**src/rtl/ole_pkg.sv**
```systemverilog
// Package for the ordered list engine: operation and status codes, the
// sequencer states and the control bundle handed to every list cell.
// Depends on nothing; every other file refers to it by scoped names.
package ole_pkg;

  localparam int DEPTH_DEF      = 16;
  localparam int DATA_WIDTH_DEF = 32;

  // Widths of the fixed transaction fields.
  localparam int OP_W     = 2;
  localparam int VALUE_W  = 32;
  localparam int INDEX_W  = 4;
  localparam int STATUS_W = 2;
  localparam int POS_W    = 4;
  localparam int COUNT_W  = 5;

  // Number of positions an index field can address.
  localparam int INDEX_SPAN = 16;

  typedef enum logic [OP_W-1:0] {
    OP_APPEND = 2'd0,
    OP_REMOVE = 2'd1,
    OP_FIND   = 2'd2,
    OP_READ   = 2'd3
  } op_t;

  typedef enum logic [STATUS_W-1:0] {
    STATUS_OK        = 2'd0,
    STATUS_FULL      = 2'd1,
    STATUS_NOT_FOUND = 2'd2,
    STATUS_BAD_INDEX = 2'd3
  } status_t;

  typedef enum logic [1:0] {
    ST_IDLE,
    ST_CMP,
    ST_UPD
  } state_t;

  // Control broadcast to every cell of the list.
  typedef struct packed {
    logic cmp_en;    // register the compare result of each cell
    logic shift_en;  // cells at or after the first match take their neighbour's entry
    logic load_en;   // the cell just past the tail takes the key
  } cell_ctrl_t;

endpackage

```
**src/rtl/ordered_list_engine.sv**
```systemverilog
// Ordered list engine: an insertion-ordered list of up to DEPTH values.
// Operands are registered on acceptance, match flags in the compare step, and the result
// in the output register once the update commits; no new transaction is taken before that.
// Reset: synchronous, active high; clears the entry count, sequencer and output valid.
// Depends on ole_pkg and ole_cell.
module ordered_list_engine #(
  parameter int DEPTH      = ole_pkg::DEPTH_DEF,
  parameter int DATA_WIDTH = ole_pkg::DATA_WIDTH_DEF
) (
  input  logic                           clk,
  input  logic                           rst,
  input  logic                           in_valid,
  output logic                           in_stall,
  input  logic [ole_pkg::OP_W-1:0]       op,
  input  logic signed [ole_pkg::VALUE_W-1:0] value,
  input  logic [ole_pkg::INDEX_W-1:0]    index,
  output logic                           out_valid,
  input  logic                           out_stall,
  output logic [ole_pkg::STATUS_W-1:0]   status,
  output logic [ole_pkg::POS_W-1:0]      found_position,
  output logic signed [ole_pkg::VALUE_W-1:0] read_value,
  output logic [ole_pkg::COUNT_W-1:0]    entry_count
);

  // Width of the internal entry count, wide enough to hold DEPTH itself.
  localparam int CNT_W     = $clog2(DEPTH + 1);
  // Only the first positions of the list can be reached by the index field.
  localparam int READ_SPAN = (DEPTH < ole_pkg::INDEX_SPAN) ? DEPTH : ole_pkg::INDEX_SPAN;
  // Common width for comparing the index field against the count.
  localparam int CMP_W     = (CNT_W > ole_pkg::INDEX_W) ? CNT_W : ole_pkg::INDEX_W;

  // The sequencer walks each transaction through three steps. In the idle
  // state the operands are captured. In the compare state every cell
  // checks its own entry against the key at once. In the update state the
  // match flags ripple along the chain of cells to pick out the first
  // match, the result is formed, and the list is changed: on a removal
  // every cell from the match onwards takes its neighbour's entry, closing
  // the gap in one step, and on an append the cell just past the tail
  // takes the key. The update only commits when the output register is
  // free or being emptied in the same cycle, so a waiting result never
  // loses or repeats a transaction.
  ole_pkg::state_t state, state_next;

  ole_pkg::op_t            op_q;
  logic [DATA_WIDTH-1:0]   key_q;
  logic [ole_pkg::INDEX_W-1:0] index_q;
  logic [CNT_W-1:0]        count, count_next;

  ole_pkg::cell_ctrl_t     ctrl;
  logic                    accept;
  logic                    commit;

  logic [DATA_WIDTH-1:0]   entries [DEPTH];
  logic [DEPTH:0]          seen;
  logic [DEPTH-1:0]        first;

  logic                    any_match;
  logic [ole_pkg::POS_W-1:0] first_pos;
  logic [DATA_WIDTH-1:0]   rd_word;
  logic                    full;
  logic                    index_ok;

  ole_pkg::status_t        status_next;
  logic [ole_pkg::POS_W-1:0] pos_next;
  logic signed [ole_pkg::VALUE_W-1:0] read_next;

  assign in_stall = (state != ole_pkg::ST_IDLE);
  assign accept   = in_valid && !in_stall;
  assign commit   = (state == ole_pkg::ST_UPD) && (!out_valid || !out_stall);

  // Operand capture. The value is sign-extended or cut to the stored width.
  always_ff @(posedge clk) begin
    if (accept) begin
      op_q    <= ole_pkg::op_t'(op);
      key_q   <= DATA_WIDTH'(value);
      index_q <= index;
    end
  end

  always_ff @(posedge clk) begin
    if (rst) begin
      state <= ole_pkg::ST_IDLE;
    end else begin
      state <= state_next;
    end
  end

  always_comb begin
    state_next    = state;
    ctrl.cmp_en   = 1'b0;
    ctrl.shift_en = 1'b0;
    ctrl.load_en  = 1'b0;
    unique case (state)
      ole_pkg::ST_IDLE: begin
        if (accept) begin
          state_next = ole_pkg::ST_CMP;
        end
      end
      ole_pkg::ST_CMP: begin
        ctrl.cmp_en = 1'b1;
        state_next  = ole_pkg::ST_UPD;
      end
      ole_pkg::ST_UPD: begin
        if (commit) begin
          ctrl.shift_en = (op_q == ole_pkg::OP_REMOVE) && any_match;
          ctrl.load_en  = (op_q == ole_pkg::OP_APPEND) && !full;
          state_next    = ole_pkg::ST_IDLE;
        end
      end
      default: begin
        state_next = ole_pkg::ST_IDLE;
      end
    endcase
  end

  // The row of cells. Each cell hands its entry towards the head on a
  // removal and passes the "match seen already" flag towards the tail.
  assign seen[0] = 1'b0;

  for (genvar g = 0; g < DEPTH; g++) begin : g_cell
    logic [DATA_WIDTH-1:0] next_entry;

    if (g == DEPTH - 1) begin : g_last
      assign next_entry = entries[g];
    end else begin : g_inner
      assign next_entry = entries[g + 1];
    end

    ole_cell #(
      .DATA_WIDTH (DATA_WIDTH)
    ) u_cell (
      .clk        (clk),
      .ctrl       (ctrl),
      .key        (key_q),
      .occupied   (CNT_W'(g) < count),
      .load_sel   (CNT_W'(g) == count),
      .next_entry (next_entry),
      .before_in  (seen[g]),
      .before_out (seen[g + 1]),
      .first      (first[g]),
      .entry      (entries[g])
    );
  end

  assign any_match = seen[DEPTH];

  // At most one cell flags the first match, so its position is an OR.
  always_comb begin
    first_pos = '0;
    for (int i = 0; i < DEPTH; i++) begin
      if (first[i]) begin
        first_pos = first_pos | ole_pkg::POS_W'(i);
      end
    end
  end

  always_comb begin
    rd_word = '0;
    for (int i = 0; i < READ_SPAN; i++) begin
      if (ole_pkg::INDEX_W'(i) == index_q) begin
        rd_word = entries[i];
      end
    end
  end

  assign full     = (count == CNT_W'(DEPTH));
  assign index_ok = CMP_W'(index_q) < CMP_W'(count);

  // Result and new count for the transaction in the update step.
  always_comb begin
    status_next = ole_pkg::STATUS_OK;
    pos_next    = '0;
    read_next   = '0;
    count_next  = count;
    case (op_q) inside
      ole_pkg::OP_APPEND: begin
        if (full) begin
          status_next = ole_pkg::STATUS_FULL;
        end else begin
          count_next = count + CNT_W'(1);
        end
      end
      ole_pkg::OP_REMOVE, ole_pkg::OP_FIND: begin
        if (!any_match) begin
          status_next = ole_pkg::STATUS_NOT_FOUND;
        end else begin
          pos_next = first_pos;
          if (op_q == ole_pkg::OP_REMOVE) begin
            count_next = count - CNT_W'(1);
          end
        end
      end
      default: begin
        if (index_ok) begin
          read_next = ole_pkg::VALUE_W'(signed'(rd_word));
        end else begin
          status_next = ole_pkg::STATUS_BAD_INDEX;
        end
      end
    endcase
  end

  always_ff @(posedge clk) begin
    if (rst) begin
      count <= '0;
    end else if (commit) begin
      count <= count_next;
    end
  end

  // Output register: holds a finished result until the far side takes it.
  always_ff @(posedge clk) begin
    if (rst) begin
      out_valid <= 1'b0;
    end else if (commit) begin
      out_valid <= 1'b1;
    end else if (!out_stall) begin
      out_valid <= 1'b0;
    end
  end

  always_ff @(posedge clk) begin
    if (commit) begin
      status         <= status_next;
      found_position <= pos_next;
      read_value     <= read_next;
      entry_count    <= ole_pkg::COUNT_W'(count_next);
    end
  end

endmodule

```
**src/rtl/ole_cell.sv**
```systemverilog
// One cell of the ordered list: one stored entry, its match flag and its
// link in the first-match chain. Depends on ole_pkg.
module ole_cell #(
  parameter int DATA_WIDTH = ole_pkg::DATA_WIDTH_DEF
) (
  input  logic                   clk,
  input  ole_pkg::cell_ctrl_t    ctrl,
  input  logic [DATA_WIDTH-1:0]  key,
  input  logic                   occupied,
  input  logic                   load_sel,
  input  logic [DATA_WIDTH-1:0]  next_entry,
  input  logic                   before_in,
  output logic                   before_out,
  output logic                   first,
  output logic [DATA_WIDTH-1:0]  entry
);

  logic match;

  always_ff @(posedge clk) begin
    if (ctrl.cmp_en) begin
      match <= occupied && (entry == key);
    end
    if (ctrl.load_en && load_sel) begin
      entry <= key;
    end else if (ctrl.shift_en && (match || before_in)) begin
      entry <= next_entry;
    end
  end

  // A match further towards the head wins; this cell passes that on.
  assign before_out = before_in | match;
  assign first      = match & ~before_in;

endmodule

```
**config.mk**
```make
export PLATFORM = sky130hd
export DESIGN_NAME = ordered_list_engine
export DESIGN_NICKNAME = d
export VERILOG_FILES = /design/src/rtl/ole_pkg.sv /design/src/rtl/ordered_list_engine.sv /design/src/rtl/ole_cell.sv
export SDC_FILE = /design/constraint.sdc
export NUM_CORES = 1
export LEC_CHECK = 0
export ABC_AREA = 0
export BUFFER_PORTS_ARGS = -buffer_cell sky130_fd_sc_hd__buf_2
export CAP_MARGIN = 20
export CORE_MARGIN = 1.5
export CORE_UTILIZATION = 28
export DETAILED_ROUTE_END_ITERATION = 10
export GPL_ROUTABILITY_DRIVEN = 0
export PLACE_DENSITY = 0.54
export SYNTH_ARGS = -nofsm -noshare
export SYNTH_HDL_FRONTEND = slang
export SYNTH_HIERARCHICAL = 1
export SYNTH_SLANG_ARGS = --single-unit
```
**constraint.sdc**
```tcl
create_clock -name clk -period 9.3 [get_ports clk]
set_input_delay 0.465 -clock clk [delete_from_list [all_inputs] [get_ports clk]]
set_output_delay 0.465 -clock clk [all_outputs]
set_load 0.02 [all_outputs]
```
==> results.py <==
metrics = {
    "synth": {
        "synthCells": 2915,
        "avgSynthCellArea_um2": 12.7,
        "syn_area_um2": 36900,
        "syn_nets": 2967,
        "yosysWarnings": 6,
    },
    "global_routing": {
        "grt_max_degree": 99,
        "grt_antenna_before_repair": 10,
        "grt-ovfl-total": 0,
        "grt_pass1_vias": 25400,
        "grt_first_pass_wirelength_mm": 180,
        "track_usage_pct": 17.9,
    },
    "cts": {
        "cts_root_buf": "clkbuf_16",
        "cts_tree": "yes",
        "cts.sinks": 617,
        "insertion_delay_ps": 650,
        "clockBufferDepth": 3,
        "clkTransAtPathRegs_ps": 60,
        "numCtsBuffers": 74,
        "htree_levels": 3,
        "cts_resized": 0,
    },
    "cells_and_area": {
        "finalNetCount": 3101,
        "final_cell_area_um2": 42000,
        "fin_cells": 4844,
        "syn_to_final_growth_pct": 14.0,
        "diodes": 0,
        "final_layout_size_suffix_gt1_share_pct": 28.4,
    },
    "power": {
        "power.density_nw_per_um2": 157,
        "p_leak_nw": 14.3,
        "vdd_drop_max_v": 0.000122,
        "total_power_w": 0.00660,
    },
    "timing": {
        "slew_viol_final": 0,
        "rsz0062_at_grt": "false",
        "maxSlewHeadroom_pct": 20.0,
        "period_share_pct": 74.4,
        "setup_viol": 0,
        "timing.final.ws_setup_ps": 2380,
        "tightest_slew_ps": 1190,
        "finalSetupTns_ps": 0,
        "finalHoldViolCount": 0,
        "min_period_ps": 6920,
        "clock.fmax_mhz": 144,
        "clock_skew_ps": 28.8,
    },
    "floorplan": {
        "die_y_um": 366,
        "initial_utilization_pct": 28.3,
        "core_um2": 130000,
        "chipWidth_um": 366,
        "rows": 132,
        "ios": 87,
        "fp.dieArea_um2": 134000,
    },
    "route": {
        "antenna_left": 0,
        "route.detailed.drc": 0,
        "wl_per_cell_um": 25.5,
        "viasPerCell": 5.23,
        "vias": 25300,
        "routed_wl_mm": 123,
        "drt_pass1_iterations": 6,
        "drtIter0Drc": 2516,
    },
    "min_path": {
        "holdCritPathClass": "in2reg",
    },
    "placed_design": {
        "preCtsSetupSlack_ps": 2420,
        "dp.cells": 4676,
        "numPortBuffers": 86,
        "dpl_cell_area_um2": 39400,
        "dpl.hpwl_mm": 88.9,
    },
    "critical_path": {
        "ff2ff_setup_slack_ps": 2380,
        "worstSetupStartpointType": "register",
        "worstPathRequired_ps": 9430,
        "cp.arrival_ps": 7050,
        "crit_fanout": 32,
        "endpoint": "g_cell[2].u_cell/entry[21]",
        "r2r-end": "g_cell[2].u_cell/entry[21]",
        "ff2ff_path_depth": 20,
        "end_kind": "register",
        "crit_start": "g_cell[0].u_cell/match",
        "crit_type": "reg2reg",
        "regToRegStartpoint": "g_cell[0].u_cell/match",
    },
    "run": {
        "maxCapViolCount": 0,
    },
    "status": {
        "run_status": "complete, no violations",
    },
}
-- flip-flops by register name (all words and copies together), names as in the netlist --
| register | count |
|---|---|
| read_value | 32 |
| g_cell.u_cell/entry | 512 |
| found_position | 4 |
| status | 2 |
| state | 2 |
| entry_count | 5 |
| out_valid | 1 |
| count | 5 |
| index_q | 4 |
| g_cell.u_cell/match | 16 |
| op_q | 2 |
| key_q | 32 |
-- placed cells by master (no fill, tap or decap), types with 11 or more instances in the layout --
cell             n
a211oi_1        13
a21oi_1        105
a22o_1          13
a22oi_1         22
a2bb2oi_1       19
a31oi_1         20
buf_2           86
buf_4           82
clkbuf_16       75
clkinv_1        14
clkinv_2        14
dlygate4sd3_1   38
edfxtp_1       609
inv_1           14
mux2_2         520
mux2i_1         72
mux4_2          18
nand2_1        118
nand2_2         11
nand2b_1        21
nand3_1         49
nand4_1         19
nor2_1          95
nor2b_1         26
nor3_1          36
nor3_2          16
nor4_1         121
o21ai_0         86
o221ai_1        18
o22ai_1         43
or2_2           19
xnor2_1         20
xor2_1         498
-- report_power, final --
part	internal, W	switching (W)
clock	0.00160	0.00123
sequential	0.00307	0.0000265
combinational	0.000218	0.000459
-- critical path: stages, from the launching register on --
cell and delay, ps:
edfxtp_1 340, or2_2 310, or2_2 300, or2_2 310, or2_2 300, or2_2 310, or2_2 310, or2_2 310
or2_2 300, or2_2 320, or2_2 310, or2_2 300, or2_2 300, or2_2 300, or2_2 300, or2_2 300
or2_2 370, and3_1 240, buf_4 210, nand2_1 80, nand2_2 510
-- through the flow --
step / util, % / hold WS, ps
detailed placement: 30.2 / 534
finish: 32.3 / 151
floorplan: - / 506
global placement: 30.2 / 518
CTS: 32.3 / 104
global route: 32.3 / 142
-- per-layer routing --
metal / GRT usage, % / up-vias / share of wire [%]
li1: - / 11400 / -
met1: 25.2 / 12900 / 46
met2: 27.9 / 851 / 45
met3: 3.16 / 182 / 6.4
met4: 5.46 / 0 / 3.1
met5: 0 / - / 0
-- final cells by class --
type | instances | area (um^2)
fillers | 13200 | 88100
flip-flops and latches | 617 | 18400
multi-input cells | 2132 | 17600
well taps | 1742 | 2180
clock buffers | 86 | 1930
repair buffers | 208 | 1470
clock inverters | 43 | 357
inverters | 16 | 60.1
-- how the worst min path moves through the flow --
stage | startpoint | endpoint | depth (start not counted)
2_1_floorplan | state[1] | out_valid | 2
3_3_place_gp | out_valid | out_valid | 2
3_5_place_dp | out_valid | out_valid | 2
4_1_cts | out_stall | out_valid | 3
5_1_grt | rst | state[1] | 2
6_report | rst | count[1] | 2
-- what timing repair did --
action	CTS	global route
hold endpoints to repair	38	0
endpoints found under the setup margin	0	0
setup buffers	0	0
hold buffers	38	0
(Power assumes the default switching activity.)
